`config.mk`:
```
export PLATFORM = sky130hd
export DESIGN_NAME = tiny_cpu_execute_unit_core
export DESIGN_NICKNAME = d
export VERILOG_FILES = /design/src/rtl/core/tce_pkg.sv /design/src/rtl/core/tiny_cpu_execute_unit_core.sv /design/src/rtl/core/tce_ram.sv /design/src/rtl/core/tce_div.sv /design/src/rtl/core/tce_datapath.sv /design/src/rtl/core/tce_ctrl.sv
export SDC_FILE = /design/constraint.sdc
export NUM_CORES = 1
export LEC_CHECK = 0
export ABC_AREA = 1
export BUFFER_PORTS_ARGS = -buffer_cell sky130_fd_sc_hd__buf_2
export CORE_UTILIZATION = 45
export CTS_CLUSTER_SIZE = 30
export DETAILED_ROUTE_END_ITERATION = 10
export GPL_TIMING_DRIVEN = 0
export PLACE_DENSITY = 0.67
export RECOVER_POWER = 100
export SETUP_SLACK_MARGIN = 0.2
export SLEW_MARGIN = 20
export SYNTH_ARGS = -nofsm -noshare
export SYNTH_HDL_FRONTEND = slang
export SYNTH_SLANG_ARGS = --single-unit
```
`constraint.sdc`:
```
create_clock -name aclk -period 7.2 [get_ports aclk]
set_input_delay 0 -clock aclk [delete_from_list [all_inputs] [get_ports aclk]]
set_output_delay 0 -clock aclk [all_outputs]
set_load 0.02 [all_outputs]
```
`src/rtl/core/tce_pkg.sv`:
```
// ----------------------------------------------------------------------------
// tce_pkg
// shared types, codes and helpers of the tiny cpu execute unit
// ----------------------------------------------------------------------------
package tce_pkg;

    localparam int REG_COUNT_DEF = 8;
    localparam int MEM_DEPTH_DEF = 64;
    localparam int DATA_W        = 8;
    localparam int WIDE_W        = 17;   // holds every wide add, sub, mul and div result

    localparam logic signed [WIDE_W-1:0] WIDE_MAX = 17'sd127;
    localparam logic signed [WIDE_W-1:0] WIDE_MIN = -17'sd128;
    localparam logic [DATA_W-1:0]        MSB_MASK = 8'h80;
    localparam logic [DATA_W-1:0]        LSB_MASK = 8'h01;

    // flag bit positions
    localparam int FLAG_Z = 0;
    localparam int FLAG_C = 1;
    localparam int FLAG_O = 2;
    localparam int FLAG_U = 3;

    typedef enum logic [3:0] {
        CMD_MOV   = 4'd0,
        CMD_LOAD  = 4'd1,
        CMD_STORE = 4'd2,
        CMD_ADD   = 4'd3,
        CMD_SUB   = 4'd4,
        CMD_MUL   = 4'd5,
        CMD_DIV   = 4'd6,
        CMD_SHL   = 4'd7,
        CMD_SHR   = 4'd8,
        CMD_ROL   = 4'd9,
        CMD_ROR   = 4'd10,
        CMD_INPUT = 4'd11
    } cmd_t;

    typedef enum logic [1:0] {
        MODE_REG = 2'd0,
        MODE_IMM = 2'd1,
        MODE_DIR = 2'd2,
        MODE_IND = 2'd3
    } mode_t;

    typedef enum logic [1:0] {
        STAT_OK   = 2'd0,
        STAT_DIV0 = 2'd1,
        STAT_ADDR = 2'd2,
        STAT_MODE = 2'd3
    } stat_code_t;

    // how the result value gets its final byte
    typedef enum logic [1:0] {
        PATH_DIRECT = 2'd0,
        PATH_MEM    = 2'd1,
        PATH_DIV    = 2'd2
    } path_t;

    // how flags are formed at commit
    typedef enum logic [1:0] {
        FM_KEEP  = 2'd0,
        FM_VALUE = 2'd1,
        FM_WIDE  = 2'd2,
        FM_SHIFT = 2'd3
    } fmode_t;

    typedef enum logic [2:0] {
        S_IDLE,
        S_RD_A,
        S_RD_B,
        S_CAP_B,
        S_EVAL,
        S_MEM,
        S_DIV,
        S_DONE
    } state_t;

    typedef struct packed {
        logic [3:0]        cmd;
        logic [2:0]        reg_a;
        logic [2:0]        reg_b;
        logic [1:0]        operand_mode;
        logic signed [7:0] immediate;
        logic [7:0]        direct_address;
    } in_word_t;

    typedef struct packed {
        logic [1:0]        status;
        logic signed [7:0] reg_value;
        logic              zero_flag;
        logic              carry_flag;
        logic              overflow_flag;
        logic              underflow_flag;
    } out_word_t;

    // controller to datapath
    typedef struct packed {
        logic cap_item;
        logic rd_sel_b;
        logic cap_a;
        logic cap_b;
        logic eval;
        logic mem_cap;
        logic div_cap;
        logic commit;
    } dp_cmd_t;

    // datapath to controller
    typedef struct packed {
        path_t path;
        logic  div_done;
    } dp_stat_t;

    function automatic logic signed [WIDE_W-1:0] sext8(input logic [DATA_W-1:0] v);
        return {{(WIDE_W-DATA_W){v[DATA_W-1]}}, v};
    endfunction

endpackage

```
`src/rtl/core/tiny_cpu_execute_unit_core.sv`:
```
// ----------------------------------------------------------------------------
// tiny_cpu_execute_unit_core
// execute unit of a small 8-bit machine: one decoded instruction per word
// ----------------------------------------------------------------------------
// Takes one instruction word at a time and returns one result word for it.
// A plain instruction goes through acceptance, two register file reads
// through its single registered read port, operand capture, evaluate and
// commit; indirect or direct loads add a wait for the registered data memory
// read, and DIV waits for the divider, which retires one quotient bit per
// cycle over 8 steps. The next word is accepted in the
// cycle after a result is committed to the output register, even while that
// result is still waiting for m_ready. Register file and data memory both
// read as zero after reset through per-entry valid bits, so there is no
// clearing pass.
module tiny_cpu_execute_unit_core #(
    parameter int REG_COUNT = tce_pkg::REG_COUNT_DEF,
    parameter int MEM_DEPTH = tce_pkg::MEM_DEPTH_DEF
) (
    input  logic               aclk,
    input  logic               aresetn,
    // instruction words
    input  logic               s_valid,
    output logic               s_ready,
    input  tce_pkg::in_word_t  s_data,
    // result words
    output logic               m_valid,
    input  logic               m_ready,
    output tce_pkg::out_word_t m_data
);

    // controller to datapath commands and datapath status back
    tce_pkg::dp_cmd_t  dp_cmd;
    tce_pkg::dp_stat_t dp_stat;

    // sequencer: walks read, evaluate, optional memory or divide wait, commit
    tce_ctrl u_ctrl (
        .aclk    (aclk),
        .aresetn (aresetn),
        .s_valid (s_valid),
        .s_ready (s_ready),
        .m_valid (m_valid),
        .m_ready (m_ready),
        .stat    (dp_stat),
        .cmd     (dp_cmd)
    );

    // storage, alu, divider and the output word register
    tce_datapath #(
        .REG_COUNT (REG_COUNT),
        .MEM_DEPTH (MEM_DEPTH)
    ) u_dp (
        .aclk    (aclk),
        .aresetn (aresetn),
        .s_data  (s_data),
        .cmd     (dp_cmd),
        .stat    (dp_stat),
        .m_data  (m_data)
    );

endmodule

```
`src/rtl/core/tce_ram.sv`:
```
// ----------------------------------------------------------------------------
// tce_ram
// generic single write, single read ram with registered read data
// ----------------------------------------------------------------------------
module tce_ram #(
    parameter int WIDTH = 8,
    parameter int DEPTH = 64
) (
    input  logic                     aclk,
    input  logic                     we,
    input  logic [$clog2(DEPTH)-1:0] waddr,
    input  logic [WIDTH-1:0]         wdata,
    input  logic [$clog2(DEPTH)-1:0] raddr,
    output logic [WIDTH-1:0]         rdata
);

    logic [WIDTH-1:0] mem_reg [DEPTH];

    always_ff @(posedge aclk) begin
        if (we) begin
            mem_reg[waddr] <= wdata;
        end
        rdata <= mem_reg[raddr];
    end

endmodule

```
`src/rtl/core/tce_div.sv`:
```
// ----------------------------------------------------------------------------
// tce_div
// signed 8-bit radix-2 restoring divider, one quotient bit per cycle
// ----------------------------------------------------------------------------
module tce_div (
    input  logic              aclk,
    input  logic              aresetn,
    input  logic              start,
    input  logic signed [7:0] dividend,
    input  logic signed [7:0] divisor,
    output logic              done,
    output logic signed [8:0] quotient
);

    logic       busy_reg, busy_next;
    logic       done_reg, done_next;
    logic [2:0] cnt_reg, cnt_next;
    logic [7:0] rem_reg, rem_next;
    logic [7:0] dq_reg, dq_next;
    logic [7:0] dvs_reg, dvs_next;
    logic       neg_reg, neg_next;

    logic [8:0] shifted;
    logic [8:0] trial;

    assign shifted = {rem_reg, dq_reg[7]};
    assign trial   = shifted - {1'b0, dvs_reg};

    always_comb begin
        busy_next = busy_reg;
        done_next = done_reg;
        cnt_next  = cnt_reg;
        rem_next  = rem_reg;
        dq_next   = dq_reg;
        dvs_next  = dvs_reg;
        neg_next  = neg_reg;
        if (start) begin
            busy_next = 1'b1;
            done_next = 1'b0;
            cnt_next  = '0;
            rem_next  = '0;
            dq_next   = dividend[7] ? 8'(-dividend) : dividend;
            dvs_next  = divisor[7] ? 8'(-divisor) : divisor;
            neg_next  = dividend[7] ^ divisor[7];
        end else if (busy_reg) begin
            // shifted < 2*divisor, so the kept remainder stays below 128
            if (!trial[8]) begin
                rem_next = trial[7:0];
                dq_next  = {dq_reg[6:0], 1'b1};
            end else begin
                rem_next = shifted[7:0];
                dq_next  = {dq_reg[6:0], 1'b0};
            end
            cnt_next = cnt_reg + 3'd1;
            if (cnt_reg == 3'd7) begin
                busy_next = 1'b0;
                done_next = 1'b1;
            end
        end
    end

    always_ff @(posedge aclk) begin
        if (!aresetn) begin
            busy_reg <= 1'b0;
            done_reg <= 1'b0;
            cnt_reg  <= '0;
        end else begin
            busy_reg <= busy_next;
            done_reg <= done_next;
            cnt_reg  <= cnt_next;
        end
        rem_reg <= rem_next;
        dq_reg  <= dq_next;
        dvs_reg <= dvs_next;
        neg_reg <= neg_next;
    end

    assign done     = done_reg;
    assign quotient = neg_reg ? -$signed({1'b0, dq_reg}) : $signed({1'b0, dq_reg});

endmodule

```
`src/rtl/core/tce_datapath.sv`:
```
// ----------------------------------------------------------------------------
// tce_datapath
// register file, data memory, alu, divider and result register
// ----------------------------------------------------------------------------
module tce_datapath #(
    parameter int REG_COUNT = tce_pkg::REG_COUNT_DEF,
    parameter int MEM_DEPTH = tce_pkg::MEM_DEPTH_DEF
) (
    input  logic               aclk,
    input  logic               aresetn,
    input  tce_pkg::in_word_t  s_data,
    input  tce_pkg::dp_cmd_t   cmd,
    output tce_pkg::dp_stat_t  stat,
    output tce_pkg::out_word_t m_data
);

    localparam int RIW = $clog2(REG_COUNT);
    localparam int AW  = $clog2(MEM_DEPTH);
    localparam int W   = tce_pkg::WIDE_W;

    tce_pkg::in_word_t         item_reg;
    logic [7:0]                a_reg;
    logic [7:0]                b_reg;
    logic [3:0]                flags_reg;
    logic [1:0]                status_reg;
    logic signed [W-1:0]       wide_reg;
    tce_pkg::fmode_t           fmode_reg;
    logic                      c_reg;
    logic                      wr_rf_reg;
    logic                      wr_mem_reg;
    logic [AW-1:0]             maddr_reg;
    tce_pkg::out_word_t        out_reg;

    logic [REG_COUNT-1:0]      rf_vld_reg;
    logic [MEM_DEPTH-1:0]      mem_vld_reg;
    logic                      rf_vq_reg;
    logic                      mem_vq_reg;

    // register index wraps modulo the register count
    function automatic logic [RIW-1:0] wrap_idx(input logic [2:0] v);
        logic [4:0] r;
        r = {2'b00, v};
        for (int k = 0; k < 3; k++) begin
            if (r >= 5'(REG_COUNT)) begin
                r = r - 5'(REG_COUNT);
            end
        end
        return r[RIW-1:0];
    endfunction

    logic [RIW-1:0] ra_idx, rb_idx, rf_raddr;
    logic [7:0]     rf_rdata, rf_rd;
    logic [7:0]     mem_rdata, mem_rd;
    logic           rf_we, mem_we;

    assign ra_idx   = wrap_idx(item_reg.reg_a);
    assign rb_idx   = wrap_idx(item_reg.reg_b);
    assign rf_raddr = cmd.rd_sel_b ? rb_idx : ra_idx;
    assign rf_rd    = rf_vq_reg ? rf_rdata : '0;
    assign mem_rd   = mem_vq_reg ? mem_rdata : '0;
    assign rf_we    = cmd.commit && wr_rf_reg;
    assign mem_we   = cmd.commit && wr_mem_reg;

    // evaluation
    logic [7:0]           ev_addr8;
    logic [AW-1:0]        ev_maddr;
    logic                 ev_in_range;
    logic signed [7:0]    a_s, src_s;
    logic signed [15:0]   prod;
    logic [7:0]           sh_v;
    logic                 sh_c;
    logic [1:0]           ev_status;
    tce_pkg::path_t       ev_path;
    logic                 ev_wr_rf, ev_wr_mem, ev_c;
    tce_pkg::fmode_t      ev_fmode;
    logic signed [W-1:0]  ev_wide;

    assign ev_addr8    = (item_reg.operand_mode == tce_pkg::MODE_DIR) ?
                         item_reg.direct_address : b_reg;
    assign ev_maddr    = ev_addr8[AW-1:0];
    assign ev_in_range = {1'b0, ev_addr8} < 9'(MEM_DEPTH);
    assign a_s         = $signed(a_reg);
    assign src_s       = (item_reg.operand_mode == tce_pkg::MODE_REG) ?
                         $signed(b_reg) : item_reg.immediate;
    assign prod        = a_s * src_s;

    always_comb begin
        sh_v = a_reg;
        sh_c = 1'b0;
        unique case (item_reg.cmd)
            tce_pkg::CMD_SHL: begin
                sh_c = (a_reg & tce_pkg::MSB_MASK) != '0;
                sh_v = {a_reg[6:0], 1'b0};
            end
            tce_pkg::CMD_SHR: begin
                sh_c = (a_reg & tce_pkg::LSB_MASK) != '0;
                sh_v = {1'b0, a_reg[7:1]};
            end
            tce_pkg::CMD_ROL: begin
                sh_c = (a_reg & tce_pkg::MSB_MASK) != '0;
                sh_v = {a_reg[6:0], a_reg[7]};
            end
            tce_pkg::CMD_ROR: begin
                sh_c = (a_reg & tce_pkg::LSB_MASK) != '0;
                sh_v = {a_reg[0], a_reg[7:1]};
            end
            default: begin
                sh_v = a_reg;
                sh_c = 1'b0;
            end
        endcase
    end

    always_comb begin
        ev_status = tce_pkg::STAT_OK;
        ev_path   = tce_pkg::PATH_DIRECT;
        ev_wr_rf  = 1'b0;
        ev_wr_mem = 1'b0;
        ev_fmode  = tce_pkg::FM_KEEP;
        ev_wide   = tce_pkg::sext8(a_reg);
        ev_c      = 1'b0;
        unique case (item_reg.cmd)
            tce_pkg::CMD_MOV: begin
                unique case (item_reg.operand_mode)
                    tce_pkg::MODE_DIR: ev_status = tce_pkg::STAT_MODE;
                    tce_pkg::MODE_IND: begin
                        if (!ev_in_range) begin
                            ev_status = tce_pkg::STAT_ADDR;
                        end else begin
                            ev_path  = tce_pkg::PATH_MEM;
                            ev_wr_rf = 1'b1;
                            ev_fmode = tce_pkg::FM_VALUE;
                        end
                    end
                    default: begin
                        ev_wr_rf = 1'b1;
                        ev_fmode = tce_pkg::FM_VALUE;
                        ev_wide  = (item_reg.operand_mode == tce_pkg::MODE_REG) ?
                                   tce_pkg::sext8(b_reg) :
                                   tce_pkg::sext8(item_reg.immediate);
                    end
                endcase
            end
            tce_pkg::CMD_LOAD, tce_pkg::CMD_STORE: begin
                if (item_reg.operand_mode == tce_pkg::MODE_REG ||
                    item_reg.operand_mode == tce_pkg::MODE_IMM) begin
                    ev_status = tce_pkg::STAT_MODE;
                end else if (!ev_in_range) begin
                    ev_status = tce_pkg::STAT_ADDR;
                end else if (item_reg.cmd == tce_pkg::CMD_LOAD) begin
                    ev_path  = tce_pkg::PATH_MEM;
                    ev_wr_rf = 1'b1;
                    ev_fmode = tce_pkg::FM_VALUE;
                end else begin
                    ev_wr_mem = 1'b1;
                    ev_fmode  = tce_pkg::FM_VALUE;
                end
            end
            tce_pkg::CMD_ADD, tce_pkg::CMD_SUB, tce_pkg::CMD_MUL, tce_pkg::CMD_DIV: begin
                if (item_reg.operand_mode == tce_pkg::MODE_DIR ||
                    item_reg.operand_mode == tce_pkg::MODE_IND) begin
                    ev_status = tce_pkg::STAT_MODE;
                end else begin
                    ev_wr_rf = 1'b1;
                    ev_fmode = tce_pkg::FM_WIDE;
                    priority case (item_reg.cmd)
                        tce_pkg::CMD_ADD:
                            ev_wide = tce_pkg::sext8(a_reg) + tce_pkg::sext8(src_s);
                        tce_pkg::CMD_SUB:
                            ev_wide = tce_pkg::sext8(a_reg) - tce_pkg::sext8(src_s);
                        tce_pkg::CMD_MUL:
                            ev_wide = {prod[15], prod};
                        default: begin
                            if (src_s == 8'sd0) begin
                                ev_status = tce_pkg::STAT_DIV0;
                                ev_wr_rf  = 1'b0;
                                ev_fmode  = tce_pkg::FM_KEEP;
                            end else begin
                                ev_path = tce_pkg::PATH_DIV;
                            end
                        end
                    endcase
                end
            end
            tce_pkg::CMD_SHL, tce_pkg::CMD_SHR, tce_pkg::CMD_ROL, tce_pkg::CMD_ROR: begin
                ev_wr_rf = 1'b1;
                ev_fmode = tce_pkg::FM_SHIFT;
                ev_wide  = tce_pkg::sext8(sh_v);
                ev_c     = sh_c;
            end
            tce_pkg::CMD_INPUT: begin
                ev_wr_rf = 1'b1;
                ev_fmode = tce_pkg::FM_VALUE;
                ev_wide  = tce_pkg::sext8(item_reg.immediate);
            end
            default: begin
                // display: nothing changes
                ev_status = tce_pkg::STAT_OK;
            end
        endcase
    end

    // divider
    logic              div_done;
    logic signed [8:0] div_q;

    tce_div u_div (
        .aclk     (aclk),
        .aresetn  (aresetn),
        .start    (cmd.eval && (ev_path == tce_pkg::PATH_DIV)),
        .dividend (a_s),
        .divisor  (src_s),
        .done     (div_done),
        .quotient (div_q)
    );

    assign stat.path     = ev_path;
    assign stat.div_done = div_done;

    // storage
    tce_ram #(.WIDTH(8), .DEPTH(REG_COUNT)) u_rf (
        .aclk  (aclk),
        .we    (rf_we),
        .waddr (ra_idx),
        .wdata (wide_reg[7:0]),
        .raddr (rf_raddr),
        .rdata (rf_rdata)
    );

    tce_ram #(.WIDTH(8), .DEPTH(MEM_DEPTH)) u_mem (
        .aclk  (aclk),
        .we    (mem_we),
        .waddr (maddr_reg),
        .wdata (a_reg),
        .raddr (ev_maddr),
        .rdata (mem_rdata)
    );

    // commit: final byte and flags
    logic [7:0] res_byte;
    logic [3:0] fl_next;
    logic       res_z, res_o, res_u;

    assign res_byte = wide_reg[7:0];
    assign res_z    = (res_byte == '0);
    assign res_o    = (wide_reg > tce_pkg::WIDE_MAX);
    assign res_u    = (wide_reg < tce_pkg::WIDE_MIN);

    always_comb begin
        fl_next = flags_reg;
        unique case (fmode_reg)
            tce_pkg::FM_KEEP:  fl_next = flags_reg;
            tce_pkg::FM_VALUE: fl_next = {3'b000, res_z};
            tce_pkg::FM_WIDE:  fl_next = {res_u, res_o, res_o | res_u, res_z};
            tce_pkg::FM_SHIFT: fl_next = {2'b00, c_reg, res_z};
        endcase
    end

    always_ff @(posedge aclk) begin
        if (!aresetn) begin
            flags_reg   <= '0;
            rf_vld_reg  <= '0;
            mem_vld_reg <= '0;
        end else if (cmd.commit) begin
            flags_reg <= fl_next;
            if (rf_we) begin
                rf_vld_reg[ra_idx] <= 1'b1;
            end
            if (mem_we) begin
                mem_vld_reg[maddr_reg] <= 1'b1;
            end
        end
    end

    always_ff @(posedge aclk) begin
        rf_vq_reg  <= rf_vld_reg[rf_raddr];
        mem_vq_reg <= mem_vld_reg[ev_maddr];
        if (cmd.cap_item) begin
            item_reg <= s_data;
        end
        if (cmd.cap_a) begin
            a_reg <= rf_rd;
        end
        if (cmd.cap_b) begin
            b_reg <= rf_rd;
        end
        if (cmd.eval) begin
            status_reg <= ev_status;
            wide_reg   <= ev_wide;
            fmode_reg  <= ev_fmode;
            c_reg      <= ev_c;
            wr_rf_reg  <= ev_wr_rf;
            wr_mem_reg <= ev_wr_mem;
            maddr_reg  <= ev_maddr;
        end
        if (cmd.mem_cap) begin
            wide_reg <= tce_pkg::sext8(mem_rd);
        end
        if (cmd.div_cap) begin
            wide_reg <= {{(W-9){div_q[8]}}, div_q};
        end
        if (cmd.commit) begin
            out_reg.status         <= status_reg;
            out_reg.reg_value      <= $signed(res_byte);
            out_reg.zero_flag      <= fl_next[tce_pkg::FLAG_Z];
            out_reg.carry_flag     <= fl_next[tce_pkg::FLAG_C];
            out_reg.overflow_flag  <= fl_next[tce_pkg::FLAG_O];
            out_reg.underflow_flag <= fl_next[tce_pkg::FLAG_U];
        end
    end

    assign m_data = out_reg;

endmodule

```
`src/rtl/core/tce_ctrl.sv`:
```
// ----------------------------------------------------------------------------
// tce_ctrl
// sequencing state machine and output valid register
// ----------------------------------------------------------------------------
module tce_ctrl (
    input  logic              aclk,
    input  logic              aresetn,
    input  logic              s_valid,
    output logic              s_ready,
    output logic              m_valid,
    input  logic              m_ready,
    input  tce_pkg::dp_stat_t stat,
    output tce_pkg::dp_cmd_t  cmd
);

    tce_pkg::state_t state_reg, state_next;
    logic            m_valid_reg, m_valid_next;
    logic            slot_free;

    assign slot_free = !m_valid_reg || m_ready;

    always_comb begin
        state_next = state_reg;
        unique case (state_reg)
            tce_pkg::S_IDLE:  if (s_valid) state_next = tce_pkg::S_RD_A;
            tce_pkg::S_RD_A:  state_next = tce_pkg::S_RD_B;
            tce_pkg::S_RD_B:  state_next = tce_pkg::S_CAP_B;
            tce_pkg::S_CAP_B: state_next = tce_pkg::S_EVAL;
            tce_pkg::S_EVAL: begin
                unique case (stat.path)
                    tce_pkg::PATH_MEM: state_next = tce_pkg::S_MEM;
                    tce_pkg::PATH_DIV: state_next = tce_pkg::S_DIV;
                    default:           state_next = tce_pkg::S_DONE;
                endcase
            end
            tce_pkg::S_MEM:   state_next = tce_pkg::S_DONE;
            tce_pkg::S_DIV:   if (stat.div_done) state_next = tce_pkg::S_DONE;
            tce_pkg::S_DONE:  if (slot_free) state_next = tce_pkg::S_IDLE;
        endcase
    end

    always_comb begin
        cmd     = '0;
        s_ready = 1'b0;
        unique case (state_reg)
            tce_pkg::S_IDLE: begin
                s_ready      = 1'b1;
                cmd.cap_item = s_valid;
            end
            tce_pkg::S_RD_A:  cmd.rd_sel_b = 1'b0;
            tce_pkg::S_RD_B: begin
                cmd.rd_sel_b = 1'b1;
                cmd.cap_a    = 1'b1;
            end
            tce_pkg::S_CAP_B: cmd.cap_b   = 1'b1;
            tce_pkg::S_EVAL:  cmd.eval    = 1'b1;
            tce_pkg::S_MEM:   cmd.mem_cap = 1'b1;
            tce_pkg::S_DIV:   cmd.div_cap = stat.div_done;
            tce_pkg::S_DONE:  cmd.commit  = slot_free;
        endcase
    end

    always_comb begin
        m_valid_next = m_valid_reg;
        if (cmd.commit) begin
            m_valid_next = 1'b1;
        end else if (m_ready) begin
            m_valid_next = 1'b0;
        end
    end

    always_ff @(posedge aclk) begin
        if (!aresetn) begin
            state_reg   <= tce_pkg::S_IDLE;
            m_valid_reg <= 1'b0;
        end else begin
            state_reg   <= state_next;
            m_valid_reg <= m_valid_next;
        end
    end

    assign m_valid = m_valid_reg;

endmodule

```
==> reports/metrics.yaml, run 1 <==
layout:
  num_antenna_cells: 0
  finalNonFillerCells: 4566
  syn2layout_area_growth_pct: 12.78
  nets: 3599
  final_cell_area_mm2: 0.04066
  final_util_pct: 51.39
  drive_gt1_share_pct: 9.642
  largest_reg_flops: 512
  final_cell_mix: "edfxtp_1 (680), nor2_1 (571), o21ai_0 (325)"
  layout_commonest_cell: "edfxtp_1"
route:
  first_iter_violations: 4078
  wl_per_cell_um: 25.39
  drc: 0
  drt_wl_total_mm: 115.9
  vias: 26930
  vias_per_cell: 5.898
  ant_nets: 0
  dr.pass1.iters: 6
critical_path:
  critical_path.cell_chain: "clkbuf_1 > clkbuf_1 > inv_1 > nor2_1 > fa_1 > fa_1 > fa_1 > inv_1 > fa_1 > inv_1 > ha_1 > nand2_1 > o21bai_1 > nand2_1 > nand3_1 > nand3_1 > nand3_1 > nand2_1 > nand2_1 > nand3_1 > nand2_1 > nand2_1 > nand2_1 > nand2_1"
  cpMostUsedCell: "nand2_1"
  cp_slowest_cell: "clkbuf_1"
  crit_path_start_kind: "flop"
  end_kind: "flop"
  arrival_ns: 7.07
  cpPeakStageDelay_ns: 0.89
  crit_start: "u_dp.a_reg[6]$_DFFE_PP_"
  worstSetupPathType: "reg2reg"
  timing.rr.start: "u_dp.a_reg[6]$_DFFE_PP_"
  worst-endpoint-required_ns: 7.54
  crit_fanout: 19
placement:
  placedCellCount: 4384
  port_buffers: 47
  dp.final_hpwl_mm: 79.06
  place_area_mm2: 0.03814
  gp_congestion: 1.004
die:
  die_area_mm2: 0.08126
  rows: 103
  start_util_pct: 45.56
  die_h_um: 285.1
  core_mm2: 0.07913
  chipWidth_um: 285.1
  ioPinCount: 48
run:
  maxCapViolations: 6
clocking:
  cts_buffers: 81
  path_clk_slew_ns: 0.06
  clk_latency_ns: 0.65
  cts-root-buf: "clkbuf_16"
  clockBufferDepth: 3
  htree_num_levels: 3
  clock_sinks: 791
  cts_tree: "built"
run_status:
  status: "complete, but fails checks"
  violations: "max-capacitance violations, max-slew violations"
yosys:
  netlist_area_mm2: 0.03605
  synth_top_area_share_pct: 56.64
  ys_seq_area_share_pct: 62.80
  ys_types: 58
  synth_edf_count: 680
  synth_top_cell_by_area: "edfxtp_1"
  ys_warn_count: 0
  synth_cells: 3257
  synth_ff_type: "edfxtp_1"
  ys_seq_elements: 791
  synth_nets: 3406
  async_flop_share_pct: 0
  avgSynthCellArea_um2: 11.07
  synth_area_leaders: "edfxtp_1 (57%), dfxtp_1 (6.2%), nor2_1 (5.9%)"
pwr:
  max-vdd-ir-drop_mv: 0.3673
  p_leak_nw: 14.93
  power_density_mw_per_mm2: 343.6
timing:
  slew_viol_final: 67
  min_period_ns: 6.726
  hold_viol: 0
  fmaxAchievable_mhz: 148.7
  slew_headroom_pct: -34.32
  tightest_slew_ns: 1.994
  min_period_over_period_pct: 93.42
  rsz0062_at_grt: "no"
  fin_worst_skew_ns: 0.03192
  whs_ns: 0.07287
  setup_viol: 0
global_route:
  grt_pass1_wl_mm: 167.6
  grt_pass1_vias: 25625
  antenna_found_initial: 0
  grt_start_max_net_pins: 26
  grt_usage_pct: 28.20
  grt.overflow.total: 0
worst_hold_path:
  min_from: "s_data[21]"
  hp-class: "in2reg"
where the power goes:
group	switching, W	internal, W
Clock	0.00181	0.00245
Combinational	0.00304	0.00135
Sequential	0.000100	0.00523
worst paths after layout:
check                           cells after the start                              end  slack (ns)
worst max-delay path                               24      u_dp.wide_reg[15]$_DFFE_PP_        0.47
worst min-delay path                                2         u_dp.ra_idx[0]$_DFFE_PP_        0.07
worst max register to register                     24      u_dp.wide_reg[15]$_DFFE_PP_        0.47
worst min register to register                      1  u_dp.rf_vld_reg[0]$_SDFFE_PN0P_        0.46
cell families (layout without fill, tap and decap cells):
family                   count (synthesis)  count (layout)  synth area share [%]
AND/OR/NAND/NOR                       1071            1071                 12.30
AO/OA/AOI/OAI                          795             795                 13.71
flip-flops                             791             791                 62.80
buffers and inverters                  459             718                 5.348
adder cells (fa/ha/maj)                117             117                 5.268
XOR/XNOR                                24              24                0.5830
cells in the mapped netlist (61+ instances only):
library cell and n:
edfxtp_1 680, inv_1 285, clkbuf_1 61, o21ai_0 304
nand3_1 123, nor2_1 570, o211ai_1 127, o22ai_1 101
dfxtp_1 111, o21ai_1 97, buf_2 65, nand2_1 278
cell type report:
type | instances | area [um2]
inverter | 306 | 1155
tap | 1050 | 1314
multi-input combinational | 2007 | 11420
timing repair buffer | 110 | 688.2
sequential | 791 | 22640
fill | 6913 | 38470
clock inverter | 34 | 335.3
buffer | 153 | 767.0
clock buffer | 115 | 2337
through the flow:
stage,total power [W],TNS (ns),setup slack (ns)
after detailed placement,0.009765,0,0.6046
after global routing,0.01466,0,0.2018
after floorplan,0.008339,0,1.282
after CTS,0.01397,0,0.5493
final,0.01397,0,0.4740
after global placement,0.009670,-7.916,-1.004
worst max-delay path: cells and delay by family (launching register included):
family,cells,cell delay [ns]
fa+ha+maj,5,2.37
flops,1,0.58
buf+inv,5,1.86
simple gates,13,1.35
compound gates,1,0.22
metal layers:
layer	vias up	GRT usage [%]	part of all wire, %
met5	-	0	0
li1	11911	-	-
met2	1657	42.45	44
met4	0	12.37	5.0
met1	13023	38.97	40
met3	339	6.680	12
timing repair:
action / in CTS / in global routing
hold endpoints to repair: 43 / 0
setup endpoints to repair: 0 / 3
resized for setup: 0 / 0
hold buffers: 32 / 0
buffers inserted: 0 / 1
No activity file was read; power rests on OpenSTA's default activity.
==> run 2: changes to the inputs <==
--- a/config.mk
+++ b/config.mk
@@ -7,6 +7,7 @@
 export LEC_CHECK = 0
 export ABC_AREA = 1
 export BUFFER_PORTS_ARGS = -buffer_cell sky130_fd_sc_hd__buf_2
+export CORE_ASPECT_RATIO = 2
 export CORE_UTILIZATION = 45
 export CTS_CLUSTER_SIZE = 30
 export DETAILED_ROUTE_END_ITERATION = 10
==> reports/metrics.yaml, run 2 (synthesized netlist as in run 1, its figures left out) <==
route:
  wl_per_cell_um: 30.89
  ant_nets: 0
  wl_met1_mm: 41.30
  met2WireLength_mm: 70.41
  first_iter_violations: 2725
  drc: 2
  topRoutingLayerUsed: "met5"
  drt_wl_total_mm: 140.4
  wl_met3_mm: 11.99
  dr.pass1.iters: 9
  vias_per_cell: 6.110
  vias: 27776
layout:
  nets: 3595
  largest_reg_flops: 512
  drive_gt1_share_pct: 9.446
  syn2layout_area_growth_pct: 12.40
  layout_commonest_cell: "edfxtp_1"
  final_cell_mix: "edfxtp_1 (680), nor2_1 (570), o21ai_0 (327)"
clocking:
  cts_buffers: 70
  cts-root-buf: "clkbuf_16"
  cts_tree: "built"
  clk_latency_ns: 0.70
  clock_sinks: 791
  clockBufferDepth: 3
  path_clk_slew_ns: 0.07
  htree_num_levels: 3
pwr:
  p_int_w: 0.008855
  pwr-share-seq_pct: 37.7
  max-vdd-ir-drop_mv: 0.2621
  p_leak_nw: 14.84
  p_clk_share_pct: 28.9
  combPwrFrac_pct: 33.3
  power_density_mw_per_mm2: 348.4
  sw_frac_of_total_pct: 37.29
  p_sw_w: 0.005265
  p_total_w: 0.01412
critical_path:
  cp_slowest_cell: "o21ai_0"
  crit_path_start_kind: "flop"
  critical_path.cell_chain: "buf_4 > inv_4 > nor2_1 > clkinvlp_2 > o21ai_0 > clkinvlp_2 > clkbuf_1 > o21ai_0 > o22ai_1 > o211ai_1 > nand3_1 > nand3_1 > nand2_1"
  arrival_ns: 7.31
  cpPeakStageDelay_ns: 1.56
  end_kind: "flop"
  worst-endpoint-required_ns: 7.77
  worstSetupPathType: "reg2reg"
  crit_fanout: 10
global_route:
  antenna_found_initial: 8
  grt_pass1_wl_mm: 195.8
  grt_pass1_vias: 27864
  grt_start_max_net_pins: 25
  grt_usage_pct: 34.77
  grt.overflow.total: 0
run_status:
  status: "complete, but fails checks"
  violations: "design-rule violations, max-capacitance violations, max-slew violations"
die:
  chipWidth_um: 202.2
  ioPinCount: 48
  die_h_um: 402.3
  die_area_mm2: 0.08132
  start_util_pct: 45.48
  core_mm2: 0.07928
  rows: 146
worst_hold_path:
  hp-class: "in2reg"
timing:
  min_period_ns: 6.743
  setup_viol: 0
  hold_viol: 0
  slew_headroom_pct: -51.33
  fmaxAchievable_mhz: 148.3
  slew_viol_final: 56
  min_period_over_period_pct: 93.65
  timing.setup.tns_ns: 0
  rsz0062_at_grt: "no"
  fin_worst_skew_ns: 0.05872
  tightest_slew_ns: 2.246
placement:
  port_buffers: 47
  gp_congestion: 1.166
  dp.final_hpwl_mm: 100.7
run:
  maxCapViolations: 5
run 2: cell types whose count changed in the layout (fill, tap and decap cells not counted), sizes merged:
cell,previous run,this run
bufinv,5,10
dlygate4sd3,32,33
clkbuf,231,211
diode,0,6
clkinv,26,30
buf,115,109
inv,301,303
clkinvlp,8,10
run 2: per-stage QoR:
stage	utilization (%)	hold slack (ns)	worst slack, ns	cells	area, um2
CTS	51.65	0.004727	0.5036	4537	40950
detailed placement	48.10	0.1784	-0.04468	4373	38140
finish	51.12	0.02345	0.4574	4546	40530
global placement	47.41	0.1773	-1.119	4340	37590
global route	51.10	0.0001234	0.1802	4542	40520
floorplan	-	0.09887	1.282	3257	36050
run 2: final timing paths:
check / start / end / slack [ns] / depth (start not counted)
setup / recovery: u_dp.item_reg[17]$_DFFE_PP_ / u_dp.u_mem.rdata[0]$_DFF_P_ / 0.46 / 13
hold / removal: s_data[18] / u_dp.rb_idx[0]$_DFFE_PP_ / 0.02 / 2
setup reg to reg: u_dp.item_reg[17]$_DFFE_PP_ / u_dp.u_mem.rdata[0]$_DFF_P_ / 0.46 / 13
hold reg to reg: u_dp.status_reg[0]$_DFFE_PN_ / u_dp.m_data[12]$_DFFE_PP_ / 0.42 / 0
run 2: cell type report:
cell class / instances / area [um2]
Fill cell: 7120 / 38750
Sequential cell: 791 / 22640
Multi-Input combinational cell: 2007 / 11430
Clock buffer: 83 / 1861
Tap cell: 1036 / 1296
Inverter: 306 / 1160
Buffer: 153 / 768.2
Timing Repair Buffer: 117 / 748.2
Clock inverter: 47 / 610.6
Antenna cell: 6 / 15.01
run 2: per-layer routing:
layer	up-vias	track usage (%)
met1	13398	32.01
met4	4	33.56
met5	-	0
li1	11897	-
met2	1744	60.75
met3	733	9.378
run 2: power groups by stage:
stage                     combinational, W  sequential [W]  clock (W)
after detailed placement           0.00458         0.00543          0
after global placement             0.00429         0.00560          0
final                              0.00471         0.00533    0.00409
after CTS                          0.00463         0.00532    0.00407
after global routing               0.00512         0.00533    0.00424
after floorplan                    0.00290         0.00544          0
run 2: worst max-delay path, delay by kind of cell, from the launching register on:
kind | cells | cell delay, ns
compound gates | 4 | 2.96
buf+inv | 5 | 2.40
flops | 1 | 0.47
simple gates | 4 | 0.72
run 2: what timing repair did:
| item | 4_1_cts | 5_1_grt |
|---|---|---|
| setup buffers | 1 | 0 |
| endpoints found under the setup margin | 6 | 1 |
| gates resized for setup | 1 | 3 |
| hold buffers | 33 | 0 |
| hold endpoints to repair | 50 | 0 |
